`src/rtl/core/ekcd_pkg.sv`:
```
package ekcd_pkg;

  localparam int unsigned KeyCap       = 8;
  localparam int unsigned KeyIdxW      = 3;
  localparam int unsigned NumKeysW     = 4;
  localparam int unsigned TicksW       = 8;
  localparam int unsigned CfgIdxW      = 1;
  localparam int unsigned CfgDataW     = 8;
  localparam int unsigned NumKeysRst   = 2;
  localparam int unsigned WindowTksRst = 2;

  typedef enum logic {
    OP_KEY  = 1'b0,
    OP_TICK = 1'b1
  } op_e;

  typedef enum logic [CfgIdxW-1:0] {
    REG_NUM_KEYS     = 1'b0,
    REG_WINDOW_TICKS = 1'b1
  } reg_idx_e;

  typedef enum logic [1:0] {
    KIND_CLAIM  = 2'd0,
    KIND_CHORD  = 2'd1,
    KIND_REPLAY = 2'd2
  } kind_e;

  typedef struct packed {
    kind_e              kind;
    logic [KeyIdxW-1:0] key_index_res;
    logic               value;
    logic               last;
  } res_t;

endpackage

```
`src/rtl/core/ekcd_if.sv`:
```
interface ekcd_in_if import ekcd_pkg::*; ();
  logic               valid;
  logic               ready;
  logic               op;
  logic [KeyIdxW-1:0] key_index;
  logic               key_value;

  modport source (output valid, op, key_index, key_value, input ready);
  modport sink   (input valid, op, key_index, key_value, output ready);
endinterface

interface ekcd_out_if import ekcd_pkg::*; ();
  logic               valid;
  logic               ready;
  logic [1:0]         kind;
  logic [KeyIdxW-1:0] key_index_res;
  logic               value;
  logic               last;

  modport source (output valid, kind, key_index_res, value, last, input ready);
  modport sink   (input valid, kind, key_index_res, value, last, output ready);
endinterface

```
`src/rtl/core/ekcd_out_stage.sv`:
```
module ekcd_out_stage
  import ekcd_pkg::*;
(
  input  logic        clk_i,
  input  logic        rst_ni,
  input  logic        push_i,
  input  res_t        res_i,
  output logic        free_o,
  ekcd_out_if.source  out_o
);

  logic valid_q;
  res_t res_q;

  assign free_o = !valid_q || out_o.ready;

  always_ff @(posedge clk_i or negedge rst_ni) begin
    if (!rst_ni) begin
      valid_q <= 1'b0;
    end else if (free_o) begin
      valid_q <= push_i;
    end
  end

  always_ff @(posedge clk_i) begin
    if (push_i && free_o) begin
      res_q <= res_i;
    end
  end

  assign out_o.valid         = valid_q;
  assign out_o.kind          = res_q.kind;
  assign out_o.key_index_res = res_q.key_index_res;
  assign out_o.value         = res_q.value;
  assign out_o.last          = res_q.last;

endmodule

```
`src/rtl/core/exclusive_key_chord_detector.sv`:
```
// channel | dir | payload                               | accepted when
// in_i    | in  | op, key_index, key_value              | valid && ready
// out_o   | out | kind, key_index_res, value, last      | valid && ready
// cfg     | in  | cfg_idx_i, cfg_wdata_i                | cfg_we_i
//
// Watched key event: scan n effective keys, decide, optional chord beat, claim.
// Unwatched key event: claim only. Tick: replay of hit keys when the window expires.
// A single scan counter walks the hit bits for chord and replay, one key per cycle
// unless an output stall holds replay on a hit key; stalls delay every result beat.
// Input is ready only while the sequencer is idle; one registered output beat.
// rst_ni clears all key, window and chord state and restores register defaults.
module exclusive_key_chord_detector
  import ekcd_pkg::*;
#(
  parameter int unsigned MAX_KEYS = 8
) (
  input  logic                clk_i,
  input  logic                rst_ni,
  ekcd_in_if.sink             in_i,
  ekcd_out_if.source          out_o,
  input  logic                cfg_we_i,
  input  logic [CfgIdxW-1:0]  cfg_idx_i,
  input  logic [CfgDataW-1:0] cfg_wdata_i
);

  localparam int unsigned NumSlots = (MAX_KEYS < KeyCap) ? MAX_KEYS : KeyCap;
  localparam int unsigned IdxW     = $clog2(NumSlots);
  localparam int unsigned NW       = $clog2(NumSlots + 1);

  typedef enum logic [5:0] {
    S_IDLE   = 6'b000001,
    S_SCAN   = 6'b000010,
    S_DECIDE = 6'b000100,
    S_CHORD  = 6'b001000,
    S_CLAIM  = 6'b010000,
    S_REPLAY = 6'b100000
  } state_e;

  state_e                state_q, state_d;
  logic [NumSlots-1:0]   lvl_q, lvl_d;
  logic [NumSlots-1:0]   hit_q, hit_d;
  logic                  win_q, win_d;
  logic                  chord_q, chord_d;
  logic [TicksW-1:0]     ticks_q, ticks_d;
  logic [NumKeysW-1:0]   num_keys_q, num_keys_d;
  logic [TicksW-1:0]     wticks_q, wticks_d;
  logic [IdxW-1:0]       cnt_q, cnt_d;
  logic                  full_q, full_d;
  logic                  emit_q, emit_d;

  logic                  v_q, v_d;
  logic                  old_q, old_d;
  logic [IdxW-1:0]       id_q, id_d;
  logic                  claim_q, claim_d;
  logic                  chord_val_q, chord_val_d;

  logic [NW-1:0]         n_eff;
  logic [IdxW-1:0]       last_idx;
  logic [NumSlots-1:0]   watched;
  logic [NumSlots-1:0]   above;
  logic                  key_ok;
  logic [IdxW-1:0]       id_slot;
  logic                  push;
  logic                  out_free;
  res_t                  res;

  always_comb begin
    if (num_keys_q == '0) begin
      n_eff = NW'(1);
    end else if (32'(num_keys_q) > NumSlots) begin
      n_eff = NW'(NumSlots);
    end else begin
      n_eff = NW'(num_keys_q);
    end
  end

  assign last_idx = IdxW'(n_eff - NW'(1));
  assign key_ok   = 32'(in_i.key_index) < 32'(n_eff);
  assign id_slot  = in_i.key_index[IdxW-1:0];

  always_comb begin
    for (int j = 0; j < NumSlots; j++) begin
      watched[j] = NW'(j) < n_eff;
      above[j]   = IdxW'(j) > cnt_q;
    end
  end

  assign in_i.ready = (state_q == S_IDLE);

  always_comb begin
    state_d     = state_q;
    lvl_d       = lvl_q;
    hit_d       = hit_q;
    win_d       = win_q;
    chord_d     = chord_q;
    ticks_d     = ticks_q;
    num_keys_d  = num_keys_q;
    wticks_d    = wticks_q;
    cnt_d       = cnt_q;
    full_d      = full_q;
    emit_d      = emit_q;
    v_d         = v_q;
    old_d       = old_q;
    id_d        = id_q;
    claim_d     = claim_q;
    chord_val_d = chord_val_q;
    push        = 1'b0;
    res         = '{kind: KIND_CLAIM, key_index_res: '0, value: 1'b0, last: 1'b0};

    if (cfg_we_i) begin
      case (cfg_idx_i)
        REG_NUM_KEYS:     num_keys_d = cfg_wdata_i[NumKeysW-1:0];
        REG_WINDOW_TICKS: wticks_d   = cfg_wdata_i[TicksW-1:0];
        default:          ;
      endcase
    end

    case (state_q)
      S_IDLE: begin
        if (in_i.valid) begin
          if (in_i.op == OP_TICK) begin
            if (win_q && ticks_q != '0) begin
              ticks_d = ticks_q - TicksW'(1);
            end
            if (win_q && ticks_d == '0) begin
              cnt_d   = '0;
              state_d = S_REPLAY;
            end
          end else if (key_ok) begin
            old_d          = lvl_q[id_slot];
            v_d            = in_i.key_value;
            id_d           = id_slot;
            lvl_d[id_slot] = in_i.key_value;
            if (in_i.key_value != lvl_q[id_slot]) begin
              hit_d[id_slot] = in_i.key_value;
            end
            full_d  = 1'b1;
            cnt_d   = '0;
            state_d = S_SCAN;
          end else begin
            claim_d = 1'b0;
            state_d = S_CLAIM;
          end
        end
      end
      S_SCAN: begin
        full_d = full_q & hit_q[cnt_q];
        if (cnt_q == last_idx) begin
          state_d = S_DECIDE;
        end else begin
          cnt_d = cnt_q + IdxW'(1);
        end
      end
      S_DECIDE: begin
        emit_d = 1'b0;
        if (!full_q && !win_q && v_q && !old_q) begin
          win_d       = 1'b1;
          hit_d       = '0;
          hit_d[id_q] = 1'b1;
          ticks_d     = wticks_q;
        end
        if (full_q && !chord_q) begin
          emit_d      = win_q;
          chord_val_d = 1'b1;
          chord_d     = 1'b1;
          win_d       = 1'b0;
        end
        if (!full_q && chord_q) begin
          emit_d      = 1'b1;
          chord_val_d = 1'b0;
          hit_d       = '0;
          chord_d     = 1'b0;
        end
        claim_d = v_q && (chord_d || win_d);
        state_d = emit_d ? S_CHORD : S_CLAIM;
      end
      S_CHORD: begin
        if (out_free) begin
          push    = 1'b1;
          res     = '{kind: KIND_CHORD, key_index_res: '0, value: chord_val_q, last: 1'b0};
          state_d = S_CLAIM;
        end
      end
      S_CLAIM: begin
        if (out_free) begin
          push    = 1'b1;
          res     = '{kind: KIND_CLAIM, key_index_res: '0, value: claim_q, last: 1'b1};
          state_d = S_IDLE;
        end
      end
      S_REPLAY: begin
        if (!hit_q[cnt_q] || out_free) begin
          if (hit_q[cnt_q]) begin
            push = 1'b1;
            res  = '{kind: KIND_REPLAY, key_index_res: KeyIdxW'(cnt_q),
                     value: lvl_q[cnt_q], last: (hit_q & watched & above) == '0};
          end
          if (cnt_q == last_idx) begin
            hit_d   = '0;
            win_d   = 1'b0;
            state_d = S_IDLE;
          end else begin
            cnt_d = cnt_q + IdxW'(1);
          end
        end
      end
      default: begin
        state_d = S_IDLE;
      end
    endcase
  end

  always_ff @(posedge clk_i or negedge rst_ni) begin
    if (!rst_ni) begin
      state_q    <= S_IDLE;
      lvl_q      <= '0;
      hit_q      <= '0;
      win_q      <= 1'b0;
      chord_q    <= 1'b0;
      ticks_q    <= TicksW'(WindowTksRst);
      num_keys_q <= NumKeysW'(NumKeysRst);
      wticks_q   <= TicksW'(WindowTksRst);
      cnt_q      <= '0;
      full_q     <= 1'b0;
      emit_q     <= 1'b0;
    end else begin
      state_q    <= state_d;
      lvl_q      <= lvl_d;
      hit_q      <= hit_d;
      win_q      <= win_d;
      chord_q    <= chord_d;
      ticks_q    <= ticks_d;
      num_keys_q <= num_keys_d;
      wticks_q   <= wticks_d;
      cnt_q      <= cnt_d;
      full_q     <= full_d;
      emit_q     <= emit_d;
    end
  end

  always_ff @(posedge clk_i) begin
    v_q         <= v_d;
    old_q       <= old_d;
    id_q        <= id_d;
    claim_q     <= claim_d;
    chord_val_q <= chord_val_d;
  end

  ekcd_out_stage u_out (
    .clk_i  (clk_i),
    .rst_ni (rst_ni),
    .push_i (push),
    .res_i  (res),
    .free_o (out_free),
    .out_o  (out_o)
  );

`ifndef SYNTHESIS
  a_state_onehot: assert property (@(posedge clk_i) disable iff (!rst_ni)
    $onehot(state_q))
    else $error("sequencer state not one-hot");

  a_chord_window_excl: assert property (@(posedge clk_i) disable iff (!rst_ni)
    !(chord_q && win_q))
    else $error("chord held while window open");

  a_replay_clears: assert property (@(posedge clk_i) disable iff (!rst_ni)
    (state_q == S_REPLAY && state_d == S_IDLE) |=> (hit_q == '0 && !win_q))
    else $error("replay left hit bits or window set");

  a_scan_bound: assert property (@(posedge clk_i) disable iff (!rst_ni)
    (state_q == S_SCAN || state_q == S_REPLAY) |-> (cnt_q <= last_idx))
    else $error("scan counter beyond watched keys");
`endif

endmodule
```
`src/flat_wrapper.sv`:
```
// flat-port wrapper written by rule: the top's interface ports become plain ports
module exclusive_key_chord_detector_flat import ekcd_pkg::*;
#(
  parameter int unsigned MAX_KEYS = 8
)
  (clk_i, rst_ni, cfg_we_i, cfg_idx_i, cfg_wdata_i, in_i_valid, in_i_op, in_i_key_index, in_i_key_value, in_i_ready, out_o_valid, out_o_kind, out_o_key_index_res, out_o_value, out_o_last, out_o_ready);
  ekcd_in_if in_i_i ();
  ekcd_out_if out_o_i ();
  input  logic clk_i;
  input  logic rst_ni;
  input  logic cfg_we_i;
  input  logic [CfgIdxW-1:0] cfg_idx_i;
  input  logic [CfgDataW-1:0] cfg_wdata_i;
  input wire logic [$bits(in_i_i.valid)-1:0] in_i_valid;
  input wire logic [$bits(in_i_i.op)-1:0] in_i_op;
  input wire logic [$bits(in_i_i.key_index)-1:0] in_i_key_index;
  input wire logic [$bits(in_i_i.key_value)-1:0] in_i_key_value;
  output wire logic [$bits(in_i_i.ready)-1:0] in_i_ready;
  output wire logic [$bits(out_o_i.valid)-1:0] out_o_valid;
  output wire logic [$bits(out_o_i.kind)-1:0] out_o_kind;
  output wire logic [$bits(out_o_i.key_index_res)-1:0] out_o_key_index_res;
  output wire logic [$bits(out_o_i.value)-1:0] out_o_value;
  output wire logic [$bits(out_o_i.last)-1:0] out_o_last;
  input wire logic [$bits(out_o_i.ready)-1:0] out_o_ready;
  assign in_i_i.valid = in_i_valid;
  assign in_i_i.op = in_i_op;
  assign in_i_i.key_index = in_i_key_index;
  assign in_i_i.key_value = in_i_key_value;
  assign in_i_ready = in_i_i.ready;
  assign out_o_valid = out_o_i.valid;
  assign out_o_kind = out_o_i.kind;
  assign out_o_key_index_res = out_o_i.key_index_res;
  assign out_o_value = out_o_i.value;
  assign out_o_last = out_o_i.last;
  assign out_o_i.ready = out_o_ready;
  exclusive_key_chord_detector #(.MAX_KEYS(MAX_KEYS)) u_core (.clk_i(clk_i), .rst_ni(rst_ni), .in_i(in_i_i), .out_o(out_o_i), .cfg_we_i(cfg_we_i), .cfg_idx_i(cfg_idx_i), .cfg_wdata_i(cfg_wdata_i));
endmodule
```
`config.mk`:
```
export PLATFORM = sky130hd
export DESIGN_NAME = exclusive_key_chord_detector_flat
export DESIGN_NICKNAME = d
export VERILOG_FILES = /design/src/rtl/core/ekcd_pkg.sv /design/src/rtl/core/ekcd_if.sv /design/src/rtl/core/ekcd_out_stage.sv /design/src/rtl/core/exclusive_key_chord_detector.sv /design/src/flat_wrapper.sv
export SDC_FILE = /design/constraint.sdc
export NUM_CORES = 1
export LEC_CHECK = 0
export BUFFER_PORTS_ARGS = -buffer_cell sky130_fd_sc_hd__buf_2
export CAP_MARGIN = 5
export CORE_MARGIN = 2
export CORE_UTILIZATION = 40
export DETAILED_ROUTE_END_ITERATION = 12
export HOLD_SLACK_MARGIN = 0.15
export PLACE_DENSITY = 0.57
export SYNTH_ARGS = -nofsm -noshare
export SYNTH_HDL_FRONTEND = slang
export SYNTH_SLANG_ARGS = --single-unit
export TNS_END_PERCENT = 20
```
`constraint.sdc`:
```
create_clock -name clk_i -period 6.05 [get_ports clk_i]
set_clock_uncertainty 0.05 [all_clocks]
set_input_delay 0 -clock clk_i [delete_from_list [all_inputs] [get_ports clk_i]]
set_output_delay 0 -clock clk_i [all_outputs]
set_load 0.02 [all_outputs]
```
==> metrics.txt <==
share of synthesized area spent on multiplexers 0.0965; met1 global-route usage 0.247; hold buffers post-CTS 18; fin. max-slew vios 0; Sw Pwr 0.744 mW; adder and majority gate portion of the synthesized area 0.0443; run status complete, no violations; data required time at the worst endpoint 6.23 ns; crit path setup slack, layout 3.14 ns; clock period minus final worst setup slack 2.91 ns; synthesis warning total 0; wire length of the first global-routing pass 15.3 mm; P&R area growth vs syn 13.9%; total global-route track usage 0.185; fraction of met3 tracks used by global routing 0.0343; transition at the pin with the smallest max-transition slack 0.884 ns; number of DRC markers in iteration 0 162; CP arrival 3.09 ns; worst min-delay path class primary input to flop; most heavily used metal layer in global routing met2; antenna cell count 0; finished layout cell area 4500 um^2; Clk Latency, worst-skew pair 0.34 ns; final worst path period share 0.481; critical path startpoint category flop; net count of the mapped netlist 441; setup repair after global routing missed its margin false; Avg WL per Cell 15.7 um; pin count of the biggest net entering global routing 50; endpoint kind of the worst setup timing path flop; launch point of the worst hold path cfg_we_i; post-detailed-placement cell area 4170 um^2; Power Density about 390 nW/um^2; Post-layout nets 480; Longest Clk Path Bufs 2; Fin. Hold Viols 0; met2 demand-to-capacity share in global routing 0.309; Finish-stage setup viols 0; worst r2r src u_core.num_keys_q[2]; post-synthesis register bit count 63; Die X-Extent 103 um; leakage component of the power 1.83 nW; via count 3,198; number of antenna violations at the first check in global routing 0; share of the synthesized area in compound gates (AO/OA/AOI/OAI) 0.188; Yosys cell types 69; fraction of synthesized cell area in xor and xnor cells 0.0152; GRT Residual Overflow 0; half-perimeter wire length after detailed placement 6.64 mm; internal power ~1.0 mW; combinational share of power 0.420; die area 10,700 um^2; fraction of the core area covered by cells at the end of the flow 0.465; destination of the worst register-to-register timing path u_core.hit_q[2]; worst r2r path cells 11; number of rows created at floorplan 36; commonest non-fill, non-tap cells in the layout sky130_fd_sc_hd__dfrtp_1, sky130_fd_sc_hd__o21ai_0, sky130_fd_sc_hd__nor2_1; DRC violation count after routing 0; number of fill cells 945; number of port buffers 27; share of synthesized area occupied by flip-flops and latches 0.418; count of max-cap constraint violations 0; worst hold endpoint u_core.wticks_q[5]; number of enable-type register cells in the synthesized netlist 14; number of top-level pins 28; switching fraction of total power 0.422; Reg clk slew, reported paths roughly 0.070 ns; Synth Area per Inst roughly 9.7 um^2; layout cell share with drive strength beyond 1 0.186; vias in the first global route 3,089; worst slack at placement 3.20 ns; Initial Util 0.408; clock group share of total power 0.177; most used flip-flop cell after synthesis sky130_fd_sc_hd__dfrtp_1; drt via density 5.47; ANT nets after route 0; CTS Sinks 63; fraction of registers with async set or reset after synthesis 0.778; relative max-transition margin 0.407; crit-path max FO 9; fraction of power consumed by sequential logic 0.403; clock tree root driver cell sky130_fd_sc_hd__clkbuf_8; iteration count of the initial detailed-routing pass 4; area of the core region 9680 um^2; Hold Path Stages 3; area fraction in and, or, nand and nor cells after synthesis 0.192; total detailed-routing wirelength around 9.2 mm; setup total negative slack 0 ns; die height 103 um; Max Clock Freq between 300 and 400 MHz; most common library cell in the layout ignoring fill and taps sky130_fd_sc_hd__dfrtp_1; number of buffers added for setup after CTS 0; TritonCTS buffer count 9; H-tree lvl count 3; slack of the worst reg-to-reg path about 3.1 ns; largest family of logic cells by synthesized area simple AND/OR/NAND/NOR gates; RD Place Congestion 0.838; type of the worst setup path flop to flop; Peak supply drop 0.147 mV; TritonCTS clock tree yes; post-CTS sizing 0; cell area after synthesis 3960 um^2; post-synthesis instance total between 400 and 500; Design Power 1.76 mW
flip-flops by register name, summed over array words and instances (netlist names):
name,flops
u_core.chord_q,1
u_core.chord_val_q,1
u_core.claim_q,1
u_core.cnt_q,3
u_core.full_q,1
u_core.hit_q,8
u_core.id_q,3
u_core.lvl_q,8
u_core.num_keys_q,4
u_core.old_q,1
u_core.state_q,6
u_core.ticks_q,8
u_core.u_out.out_o.key_index_res,3
u_core.u_out.out_o.kind,2
u_core.u_out.out_o.last,1
u_core.u_out.out_o.valid,1
u_core.u_out.out_o.value,1
u_core.v_q,1
u_core.win_q,1
u_core.wticks_q,8
synthesized netlist by cell type (7+ instances only):
master / n / area share
sky130_fd_sc_hd__o22a_1: 8 / 0.018
sky130_fd_sc_hd__a21oi_1: 19 / 0.024
sky130_fd_sc_hd__nand3b_1: 7 / 0.013
sky130_fd_sc_hd__ha_1: 14 / 0.044
sky130_fd_sc_hd__mux2_2: 19 / 0.054
sky130_fd_sc_hd__inv_1: 21 / 0.020
sky130_fd_sc_hd__dfrtp_1: 45 / 0.28
sky130_fd_sc_hd__nand3_1: 8 / 0.010
sky130_fd_sc_hd__o21ai_0: 39 / 0.049
sky130_fd_sc_hd__nor2_1: 37 / 0.035
sky130_fd_sc_hd__nor2b_1: 7 / 0.011
sky130_fd_sc_hd__nor3_1: 8 / 0.010
sky130_fd_sc_hd__a211oi_1: 8 / 0.015
sky130_fd_sc_hd__edfxtp_1: 14 / 0.11
sky130_fd_sc_hd__nand2_1: 33 / 0.031
sky130_fd_sc_hd__clkbuf_1: 11 / 0.010
sky130_fd_sc_hd__mux2i_1: 10 / 0.025
per-stage QoR:
step                cells  hold slack, ns
floorplan             408          -0.346
global placement      551           0.111
detailed placement    551           0.113
CTS                   585           0.260
global route          585           0.291
finish                585           0.242
layer usage:
layer	part of all wire	up-vias
li1	-	1574
met1	0.49	1563
met2	0.47	51
met3	0.031	10
met4	0.010	0
met5	0	-
worst max-delay path by stage:
stage | to | start | cells after the start | slack, ns
2_1_floorplan | u_core.hit_q[0] | u_core.num_keys_q[2] | 12 | 3.53
3_3_place_gp | u_core.lvl_q[5] | u_core.num_keys_q[3] | 7 | 3.25
3_5_place_dp | u_core.hit_q[2] | u_core.num_keys_q[2] | 11 | 3.20
4_1_cts | u_core.hit_q[2] | u_core.num_keys_q[2] | 11 | 3.16
5_1_grt | u_core.lvl_q[5] | u_core.num_keys_q[3] | 7 | 2.95
6_report | u_core.hit_q[2] | u_core.num_keys_q[2] | 11 | 3.14
power by group through the flow:
stage / combinational [mW] / sequential [mW] / clock, mW
after floorplan: 0.603 / 0.664 / 0
after global placement: 0.724 / 0.713 / 0
after detailed placement: 0.730 / 0.718 / 0
after CTS: 0.744 / 0.709 / 0.319
after global routing: 0.839 / 0.729 / 0.338
final: 0.740 / 0.710 / 0.312
kinds of logic (layout without fill, tap and decap cells):
family | count (synthesis) | count (layout)
xor+xnor | 6 | 6
simple gates | 141 | 141
mux | 32 | 32
fa+ha+maj | 14 | 14
flops | 63 | 63
buf+inv | 41 | 85
compound gates | 111 | 111
layout make-up:
cell class,instances,area (um^2),area share
Clock inverter,2,10.0,0.00222
Multi-Input combinational cell,304,2120,0.471
Sequential cell,63,1650,0.367
Timing Repair Buffer,47,330,0.0733
Tap cell,133,166,0.0369
Clock buffer,14,143,0.0317
Inverter,22,82.6,0.0183
critical path, stage by stage (launching register included):
cell	delay, ns
sky130_fd_sc_hd__dfrtp_1	0.46
sky130_fd_sc_hd__o21ba_2	0.28
sky130_fd_sc_hd__nor2_1	0.16
sky130_fd_sc_hd__inv_1	0.09
sky130_fd_sc_hd__ha_1	0.22
sky130_fd_sc_hd__xor2_1	0.17
sky130_fd_sc_hd__xnor2_1	0.19
sky130_fd_sc_hd__o211ai_1	0.19
sky130_fd_sc_hd__o21ai_1	0.25
sky130_fd_sc_hd__nand3_4	0.15
sky130_fd_sc_hd__or2_1	0.34
sky130_fd_sc_hd__o22a_1	0.25
Note: power is estimated with default switching activity, not from simulation.
